### src/hdl/fsdc_pkg.sv
// ----------------------------------------------------------------------------
// fsdc_pkg
// Types and constants shared by the flight stage deploy controller modules.
// ----------------------------------------------------------------------------
package fsdc_pkg;

  localparam int unsigned AltW      = 24;
  localparam int unsigned TimeW     = 32;
  localparam int unsigned IntervalW = 13;
  localparam int unsigned StageW    = 3;
  localparam int unsigned LiftoffW  = 20;
  localparam int unsigned DropW     = 17;
  localparam int unsigned DelayW    = 16;
  localparam int unsigned MainW     = 20;
  localparam int unsigned StepW     = 17;
  localparam int unsigned WindowW   = 20;

  localparam int unsigned InDataW   = 56;
  localparam int unsigned OutDataW  = 80;
  localparam int unsigned PaddrW    = 5;
  localparam int unsigned PdataW    = 32;

  localparam logic [IntervalW-1:0] IntervalGround  = 13'd2000;
  localparam logic [IntervalW-1:0] IntervalRising  = 13'd1000;
  localparam logic [IntervalW-1:0] IntervalDescent = 13'd500;
  localparam logic [IntervalW-1:0] IntervalLanded  = 13'd5000;

  localparam logic signed [AltW-1:0] GroundAltReset  = 24'sd0;
  localparam logic [LiftoffW-1:0]    LiftoffReset    = 20'd5000;
  localparam logic [DropW-1:0]       ApogeeDropReset = 17'd100;
  localparam logic [DelayW-1:0]      DrogueDelReset  = 16'd1000;
  localparam logic [MainW-1:0]       MainHeightReset = 20'd10000;
  localparam logic [StepW-1:0]       LandStepReset   = 17'd100;
  localparam logic [WindowW-1:0]     LandWinReset    = 20'd10000;

  typedef enum logic [StageW-1:0] {
    ST_GROUND  = 3'd0,
    ST_RISING  = 3'd1,
    ST_APOGEE  = 3'd2,
    ST_FALLING = 3'd3,
    ST_LANDED  = 3'd4
  } stage_e;

  typedef enum logic [2:0] {
    REG_GROUND_ALT   = 3'd0,
    REG_LIFTOFF      = 3'd1,
    REG_APOGEE_DROP  = 3'd2,
    REG_DROGUE_DELAY = 3'd3,
    REG_MAIN_HEIGHT  = 3'd4,
    REG_LAND_STEP    = 3'd5,
    REG_LAND_WINDOW  = 3'd6
  } reg_idx_e;

  typedef struct packed {
    logic signed [AltW-1:0] ground_alt;
    logic [LiftoffW-1:0]    liftoff_height;
    logic [DropW-1:0]       apogee_drop;
    logic [DelayW-1:0]      drogue_delay;
    logic [MainW-1:0]       main_height;
    logic [StepW-1:0]       landing_step;
    logic [WindowW-1:0]     land_window;
  } cfg_t;

  typedef struct packed {
    stage_e                 stage;
    logic signed [AltW-1:0] last_alt;
    logic [IntervalW-1:0]   interval;
    logic [TimeW-1:0]       apo_time;
    logic signed [AltW-1:0] apo_alt;
    logic                   drogue_done;
    logic                   main_done;
  } flight_state_t;

endpackage

### src/hdl/fsdc_step.sv
// ----------------------------------------------------------------------------
// fsdc_step
// Next flight state for one altitude sample; stage checks cascade in order.
// ----------------------------------------------------------------------------
module fsdc_step (
  input  fsdc_pkg::cfg_t                         cfg_i,
  input  fsdc_pkg::flight_state_t                state_i,
  input  logic signed [fsdc_pkg::AltW-1:0]       alt_i,
  input  logic        [fsdc_pkg::TimeW-1:0]      time_i,
  output fsdc_pkg::flight_state_t                state_o
);

  logic signed [fsdc_pkg::AltW:0]   drop;
  logic signed [fsdc_pkg::AltW:0]   height;
  logic        [fsdc_pkg::AltW:0]   drop_abs;
  logic        [fsdc_pkg::AltW:0]   height_abs;
  logic signed [fsdc_pkg::AltW+4:0] drop_x10;

  assign drop   = {state_i.last_alt[fsdc_pkg::AltW-1], state_i.last_alt}
                - {alt_i[fsdc_pkg::AltW-1], alt_i};
  assign height = {alt_i[fsdc_pkg::AltW-1], alt_i}
                - {cfg_i.ground_alt[fsdc_pkg::AltW-1], cfg_i.ground_alt};

  assign drop_abs   = drop[fsdc_pkg::AltW]   ? 25'(-drop)   : 25'(drop);
  assign height_abs = height[fsdc_pkg::AltW] ? 25'(-height) : 25'(height);
  assign drop_x10   = (29'(drop) <<< 3) + (29'(drop) <<< 1);

  always_comb begin
    logic [fsdc_pkg::TimeW-1:0] since;
    state_o = state_i;
    since   = '0;
    if (state_o.stage == fsdc_pkg::ST_GROUND) begin
      state_o.interval = fsdc_pkg::IntervalGround;
      if (height > $signed({5'b0, cfg_i.liftoff_height})) begin
        state_o.stage = fsdc_pkg::ST_RISING;
      end
    end
    if (state_o.stage == fsdc_pkg::ST_RISING) begin
      state_o.interval = fsdc_pkg::IntervalRising;
      if (drop > $signed({8'b0, cfg_i.apogee_drop})) begin
        state_o.stage    = fsdc_pkg::ST_APOGEE;
        state_o.apo_time = time_i;
        state_o.apo_alt  = alt_i;
      end
    end
    if (state_o.stage == fsdc_pkg::ST_APOGEE) begin
      state_o.interval = fsdc_pkg::IntervalDescent;
      if (drop_x10 > $signed({16'b0, state_i.interval})) begin
        state_o.stage = fsdc_pkg::ST_FALLING;
      end
    end
    if (state_o.stage == fsdc_pkg::ST_FALLING) begin
      state_o.interval = fsdc_pkg::IntervalDescent;
      since = time_i - state_o.apo_time;
      if (since > {16'b0, cfg_i.drogue_delay}) begin
        state_o.drogue_done = 1'b1;
      end
      if (height < $signed({5'b0, cfg_i.main_height})) begin
        state_o.main_done = 1'b1;
      end
      if ((drop_abs < {8'b0, cfg_i.landing_step}) &&
          (height_abs < {5'b0, cfg_i.land_window})) begin
        state_o.stage = fsdc_pkg::ST_LANDED;
      end
    end
    if (state_o.stage == fsdc_pkg::ST_LANDED) begin
      state_o.interval = fsdc_pkg::IntervalLanded;
    end
    state_o.last_alt = alt_i;
  end

endmodule

### src/hdl/flight_stage_deploy_controller_unit.sv
// ----------------------------------------------------------------------------
// flight_stage_deploy_controller_unit
// Flight stage tracking with drogue and main deployment for altitude samples.
//
//   channel  | direction | contents
//   s_*      | in        | altitude_cm, time_ms
//   m_*      | out       | stage, drogue, main, next interval, apogee alt/time
//   APB      | in/out    | seven configuration registers at 4*index
//
// One sample per cycle sustained while m_tready_i stays high; an accepted sample
// passes the input register, one pass of stage logic and the result register.
// Flight state updates as the sample moves into the result register.
// Reset clears the stage to ground and loads the default register values.
// A stalled result holds; the input register still takes one more sample.
// ----------------------------------------------------------------------------
module flight_stage_deploy_controller_unit (
  input  logic                              clk_i,
  input  logic                              rst_ni,
  input  logic                              s_tvalid_i,
  output logic                              s_tready_o,
  // [23:0] altitude_cm, [55:24] time_ms
  input  logic [fsdc_pkg::InDataW-1:0]      s_tdata_i,
  output logic                              m_tvalid_o,
  input  logic                              m_tready_i,
  // [2:0] flight_stage, [3] drogue_fire, [4] main_fire, [17:5] next_interval_ms,
  // [41:18] apogee_altitude_out, [73:42] apogee_time_out, [79:74] zero
  output logic [fsdc_pkg::OutDataW-1:0]     m_tdata_o,
  input  logic                              psel,
  input  logic                              penable,
  input  logic                              pwrite,
  input  logic [fsdc_pkg::PaddrW-1:0]       paddr,
  input  logic [fsdc_pkg::PdataW-1:0]       pwdata,
  output logic [fsdc_pkg::PdataW-1:0]       prdata,
  output logic                              pready
);

  fsdc_pkg::cfg_t           cfg_q;
  fsdc_pkg::flight_state_t  st_q;
  fsdc_pkg::flight_state_t  st_d;

  logic                                in_valid_q;
  logic signed [fsdc_pkg::AltW-1:0]    in_alt_q;
  logic        [fsdc_pkg::TimeW-1:0]   in_time_q;
  logic                                out_valid_q;
  logic [fsdc_pkg::OutDataW-1:0]       out_data_q;
  logic [fsdc_pkg::OutDataW-1:0]       out_data_d;

  logic                                advance;
  logic                                cfg_wr;
  fsdc_pkg::reg_idx_e                  cfg_idx;

  assign pready  = 1'b1;
  assign cfg_wr  = psel && penable && pwrite;
  assign cfg_idx = fsdc_pkg::reg_idx_e'(paddr[4:2]);

  assign advance    = in_valid_q && (!out_valid_q || m_tready_i);
  assign s_tready_o = !in_valid_q || advance;
  assign m_tvalid_o = out_valid_q;
  assign m_tdata_o  = out_data_q;

  fsdc_step u_step (
    .cfg_i   (cfg_q),
    .state_i (st_q),
    .alt_i   (in_alt_q),
    .time_i  (in_time_q),
    .state_o (st_d)
  );

  assign out_data_d = {6'b0, st_d.apo_time, st_d.apo_alt, st_d.interval,
                       st_d.main_done, st_d.drogue_done, st_d.stage};

  always_ff @(posedge clk_i or negedge rst_ni) begin
    if (!rst_ni) begin
      cfg_q.ground_alt     <= fsdc_pkg::GroundAltReset;
      cfg_q.liftoff_height <= fsdc_pkg::LiftoffReset;
      cfg_q.apogee_drop    <= fsdc_pkg::ApogeeDropReset;
      cfg_q.drogue_delay   <= fsdc_pkg::DrogueDelReset;
      cfg_q.main_height    <= fsdc_pkg::MainHeightReset;
      cfg_q.landing_step   <= fsdc_pkg::LandStepReset;
      cfg_q.land_window    <= fsdc_pkg::LandWinReset;
    end else if (cfg_wr) begin
      case (cfg_idx)
        fsdc_pkg::REG_GROUND_ALT:   cfg_q.ground_alt     <= pwdata[23:0];
        fsdc_pkg::REG_LIFTOFF:      cfg_q.liftoff_height <= pwdata[19:0];
        fsdc_pkg::REG_APOGEE_DROP:  cfg_q.apogee_drop    <= pwdata[16:0];
        fsdc_pkg::REG_DROGUE_DELAY: cfg_q.drogue_delay   <= pwdata[15:0];
        fsdc_pkg::REG_MAIN_HEIGHT:  cfg_q.main_height    <= pwdata[19:0];
        fsdc_pkg::REG_LAND_STEP:    cfg_q.landing_step   <= pwdata[16:0];
        fsdc_pkg::REG_LAND_WINDOW:  cfg_q.land_window    <= pwdata[19:0];
        default: ;
      endcase
    end
  end

  always_comb begin
    case (cfg_idx)
      fsdc_pkg::REG_GROUND_ALT:   prdata = {8'b0, cfg_q.ground_alt};
      fsdc_pkg::REG_LIFTOFF:      prdata = {12'b0, cfg_q.liftoff_height};
      fsdc_pkg::REG_APOGEE_DROP:  prdata = {15'b0, cfg_q.apogee_drop};
      fsdc_pkg::REG_DROGUE_DELAY: prdata = {16'b0, cfg_q.drogue_delay};
      fsdc_pkg::REG_MAIN_HEIGHT:  prdata = {12'b0, cfg_q.main_height};
      fsdc_pkg::REG_LAND_STEP:    prdata = {15'b0, cfg_q.landing_step};
      fsdc_pkg::REG_LAND_WINDOW:  prdata = {12'b0, cfg_q.land_window};
      default:                    prdata = '0;
    endcase
  end

  always_ff @(posedge clk_i or negedge rst_ni) begin
    if (!rst_ni) begin
      st_q.stage       <= fsdc_pkg::ST_GROUND;
      st_q.last_alt    <= fsdc_pkg::GroundAltReset;
      st_q.interval    <= fsdc_pkg::IntervalGround;
      st_q.apo_time    <= '0;
      st_q.apo_alt     <= '0;
      st_q.drogue_done <= 1'b0;
      st_q.main_done   <= 1'b0;
    end else if (cfg_wr && (cfg_idx == fsdc_pkg::REG_GROUND_ALT)) begin
      st_q.last_alt <= pwdata[23:0];
    end else if (advance) begin
      st_q <= st_d;
    end
  end

  always_ff @(posedge clk_i or negedge rst_ni) begin
    if (!rst_ni) begin
      in_valid_q  <= 1'b0;
      out_valid_q <= 1'b0;
    end else begin
      if (s_tready_o) begin
        in_valid_q <= s_tvalid_i;
      end
      if (advance) begin
        out_valid_q <= 1'b1;
      end else if (m_tready_i) begin
        out_valid_q <= 1'b0;
      end
    end
  end

  always_ff @(posedge clk_i) begin
    if (s_tready_o && s_tvalid_i) begin
      in_alt_q  <= s_tdata_i[23:0];
      in_time_q <= s_tdata_i[55:24];
    end
    if (advance) begin
      out_data_q <= out_data_d;
    end
  end

endmodule
### config.mk
export PLATFORM = sky130hd
export DESIGN_NAME = flight_stage_deploy_controller_unit
export DESIGN_NICKNAME = d
export VERILOG_FILES = /design/src/hdl/fsdc_pkg.sv /design/src/hdl/fsdc_step.sv /design/src/hdl/flight_stage_deploy_controller_unit.sv
export SDC_FILE = /design/constraint.sdc
export NUM_CORES = 1
export LEC_CHECK = 0
export ABC_AREA = 1
export BUFFER_PORTS_ARGS = -buffer_cell sky130_fd_sc_hd__buf_2
export CAP_MARGIN = 10
export CORE_MARGIN = 3
export CORE_UTILIZATION = 40
export DETAILED_ROUTE_END_ITERATION = 10
export SYNTH_ARGS = -nofsm -noshare
export SYNTH_HDL_FRONTEND = slang
export SYNTH_SLANG_ARGS = --single-unit
### constraint.sdc
create_clock -name clk_i -period 15.9 [get_ports clk_i]
set_input_delay 2.385 -clock clk_i [delete_from_list [all_inputs] [get_ports clk_i]]
set_output_delay 2.385 -clock clk_i [all_outputs]
set_load 0.02 [all_outputs]
==> results.md <==
* Outcome: complete, no violations
* Post-synthesis sequential area ratio at 0.396
* Finished Core Util at 0.460
* Arrival @ worst endpoint at 9.69 ns
* Unique masters post-synth at 65
* Layout cell share with drive strength beyond 1 at 0.123
* Fin. Hold Viols at 0
* Antenna violations before repair at 2
* WS Path Type: reg2reg
* Top cells by area, synth: dfrtp_1, edfxtp_1, ha_1
* Worst-skew pair later-pin latency at 0.59 ns
* Flops & latches, synth at 364
* Share of the synthesized area in the top cell type at 0.203
* Actual slew at the worst max-slew pin at 1.13 ns
* Clock transition at path regs at 0.06 ns
* Clk sinks at 364
* Setup slack, reg-to-reg at 6.52 ns
* Most used cell, CP: nand2_1
* Area growth syn-to-layout at 12.8%
* Largest net degree at the start of global routing at 149
* Worst path slowest cell: xor2_1
* Longest Clk Path Bufs at 3
* Total CTS buffers at 41
* Fmax at 107 MHz
* Worst min-delay path category: reg2reg
* CP peak stage delay at 0.61 ns
* Lkg Pwr at 13.8 nW
* Via density at 5.22
* Core area at 60800 µm²
* Cell depth of the worst setup path at 56
* GR Util All Layers at 0.241
* EDFF count, synth at 130
* Worst Path Max Fanout at 38
* Worst setup EP type: flip-flop
* Worst hold slack at 0.476 ns
* Routability cong. at 0.997
* CP startpoint: in_alt_q[0]
* Req. time, crit path at 16.20 ns
* RR Endpoint: m_tdata_o[3]
* Hold Buf Count CTS at 0
* Root Buffer: clkbuf_16
* Pre-Repair DR Iteration Count at 6
* Max-cap check violation count at 0
* Antenna Cells at 0
* Drc violations at 0
* Post-Synthesis Cells at 3144
* Setup TNS at 0 ns
* Finished Layout Cells at 4138
* CTS tree: built
* Vias in the first global route at 20200
* # IOs at 215
* DIE HEIGHT at 255 µm
* H-tree depth at 2
* Setup crit start kind: flip-flop
* Post-layout min period at 9.38 ns
* Power Density at 169 nW/µm²
* Reg-to-reg startpoint: in_alt_q[0]
* Setup bufs post-CTS at 0
* Die X at 255 µm
* Drt initial violations at 1724
* Final Cycle Share at 0.590
* Final #Nets at 3649
* Routed Antenna Nets at 0
* Global-route wire length before repair at 120000 µm
* DR vias at 21600
* Post-cts repair resize count at 0
* Inst Count DP at 4062
* Ys flop type: dfrtp_1
* Synth warn at 0
* Bufs and invs on worst path at 7
* Post-Route WL at 79100 µm
* Relative slew slack at 0.244
* FFs w/ async S/R, synth at 0.643
* Slew Limit Fails at 0
* Crit path to: m_tdata_o[3]
* Unrepaired setup endpoints after global routing: false
* Largest area contributor in the netlist: dfrtp_1
* Most frequent cell after synthesis: nand2_1
* WL/cell at 19.1 µm
* I/O Buffers at 189
* Die area at 64900 µm²
* Commonest cells in the netlist: nand2_1, inv_1, o21ai_0
* FF-to-FF path depth at 56
* Detail Placement HPWL at 62400 µm
* Global route overflow at 0
* Crit-path leading delay family: simple AND/OR/NAND/NOR gates
* Mean Syn Cell Area at 7.88 µm²
* Syn Std Cell Area at 24800 µm²
* Row Count at 90
* Initial Util at 0.407
* Clk_skew at 0.0465 ns
* Setup Viol. Count Final at 0
* Peak VDD IR at 87.5 µV
through the flow:
step / setup slack [ns] / area (µm²) / power [mW]
finish: 6.52 / 27900 / 4.73
CTS: 6.58 / 27900 / 4.75
detailed placement: 6.67 / 26600 / 3.74
floorplan: 8.91 / 24800 / 3.05
global route: 5.80 / 27900 / 5.15
global placement: 6.67 / 26600 / 3.72
state kept, by name, summed over array words and instances (netlist names):
register and flops:
cfg_q 134, st_q 98, m_tdata_o 74, in_time_q 32, in_alt_q 24, in_valid_q 1
m_tvalid_o 1
power by group:
part	total (mW)	internal, mW	switching (mW)	leakage [nW]
Sequential	1.18	1.11	0.0680	4.06
Combinational	2.57	0.901	1.67	9.03
Clock	0.987	0.581	0.406	0.676
metal layers:
layer,vias to the layer above,global-route usage,part of all wire
li1,10700,-,-
met1,10100,0.344,0.46
met2,652,0.379,0.44
met3,110,0.0277,0.061
met4,0,0.0867,0.038
met5,-,0,0
worst min path at each step:
stage / startpoint / cells past startpoint / endpoint / slack [ns]
after detailed placement: st_q[70] / 2 / st_q[70] / 0.47
after CTS: st_q[41] / 2 / st_q[41] / 0.48
after global routing: st_q[38] / 2 / st_q[38] / 0.50
after global placement: st_q[32] / 2 / st_q[32] / 0.46
after floorplan: st_q[1] / 1 / st_q[1] / 0.44
final: st_q[1] / 1 / st_q[1] / 0.48
layout make-up:
cell class	count	area (µm²)
timing repair buffer	208	1110
inverter	527	1980
clock inverter	19	228
clock buffer	57	1170
fill	6141	32900
multi-input combinational	2181	12700
tap	782	978
sequential	364	9800
cell usage in the layout, fill, tap and decap left out, drive strengths merged, types with 8 or more instances in the layout:
cell type  synthesis  layout
nand2            748     748
inv              523     523
o21ai            310     310
ha               222     222
buf               22     208
dfrtp            201     201
a21oi            196     196
nor2             179     179
edfxtp           130     130
nand3            102     102
xor2              68      68
clkbuf            63      57
nand4             47      47
nor3              47      47
xnor2             41      41
o22ai             40      40
dfstp             33      33
o221ai            31      31
or2               28      28
clkinv             4      16
a211oi            15      15
conb               2      15
o21bai            12      12
o211ai            10      10
nand3b             9       9
o21a               8       8
kinds of logic after synthesis:
group                      count (synthesis)  share of synthesized area
other                                      2                   0.000303
DFF                                      364                      0.396
and+or+nand+nor                         1169                      0.202
buffers and inverters                    612                     0.0955
adders and majority gates                226                      0.115
AOI/OAI and AO/OA                        662                      0.152
xor gates and xnor gates                 109                     0.0385
(Power assumes the default switching activity.)
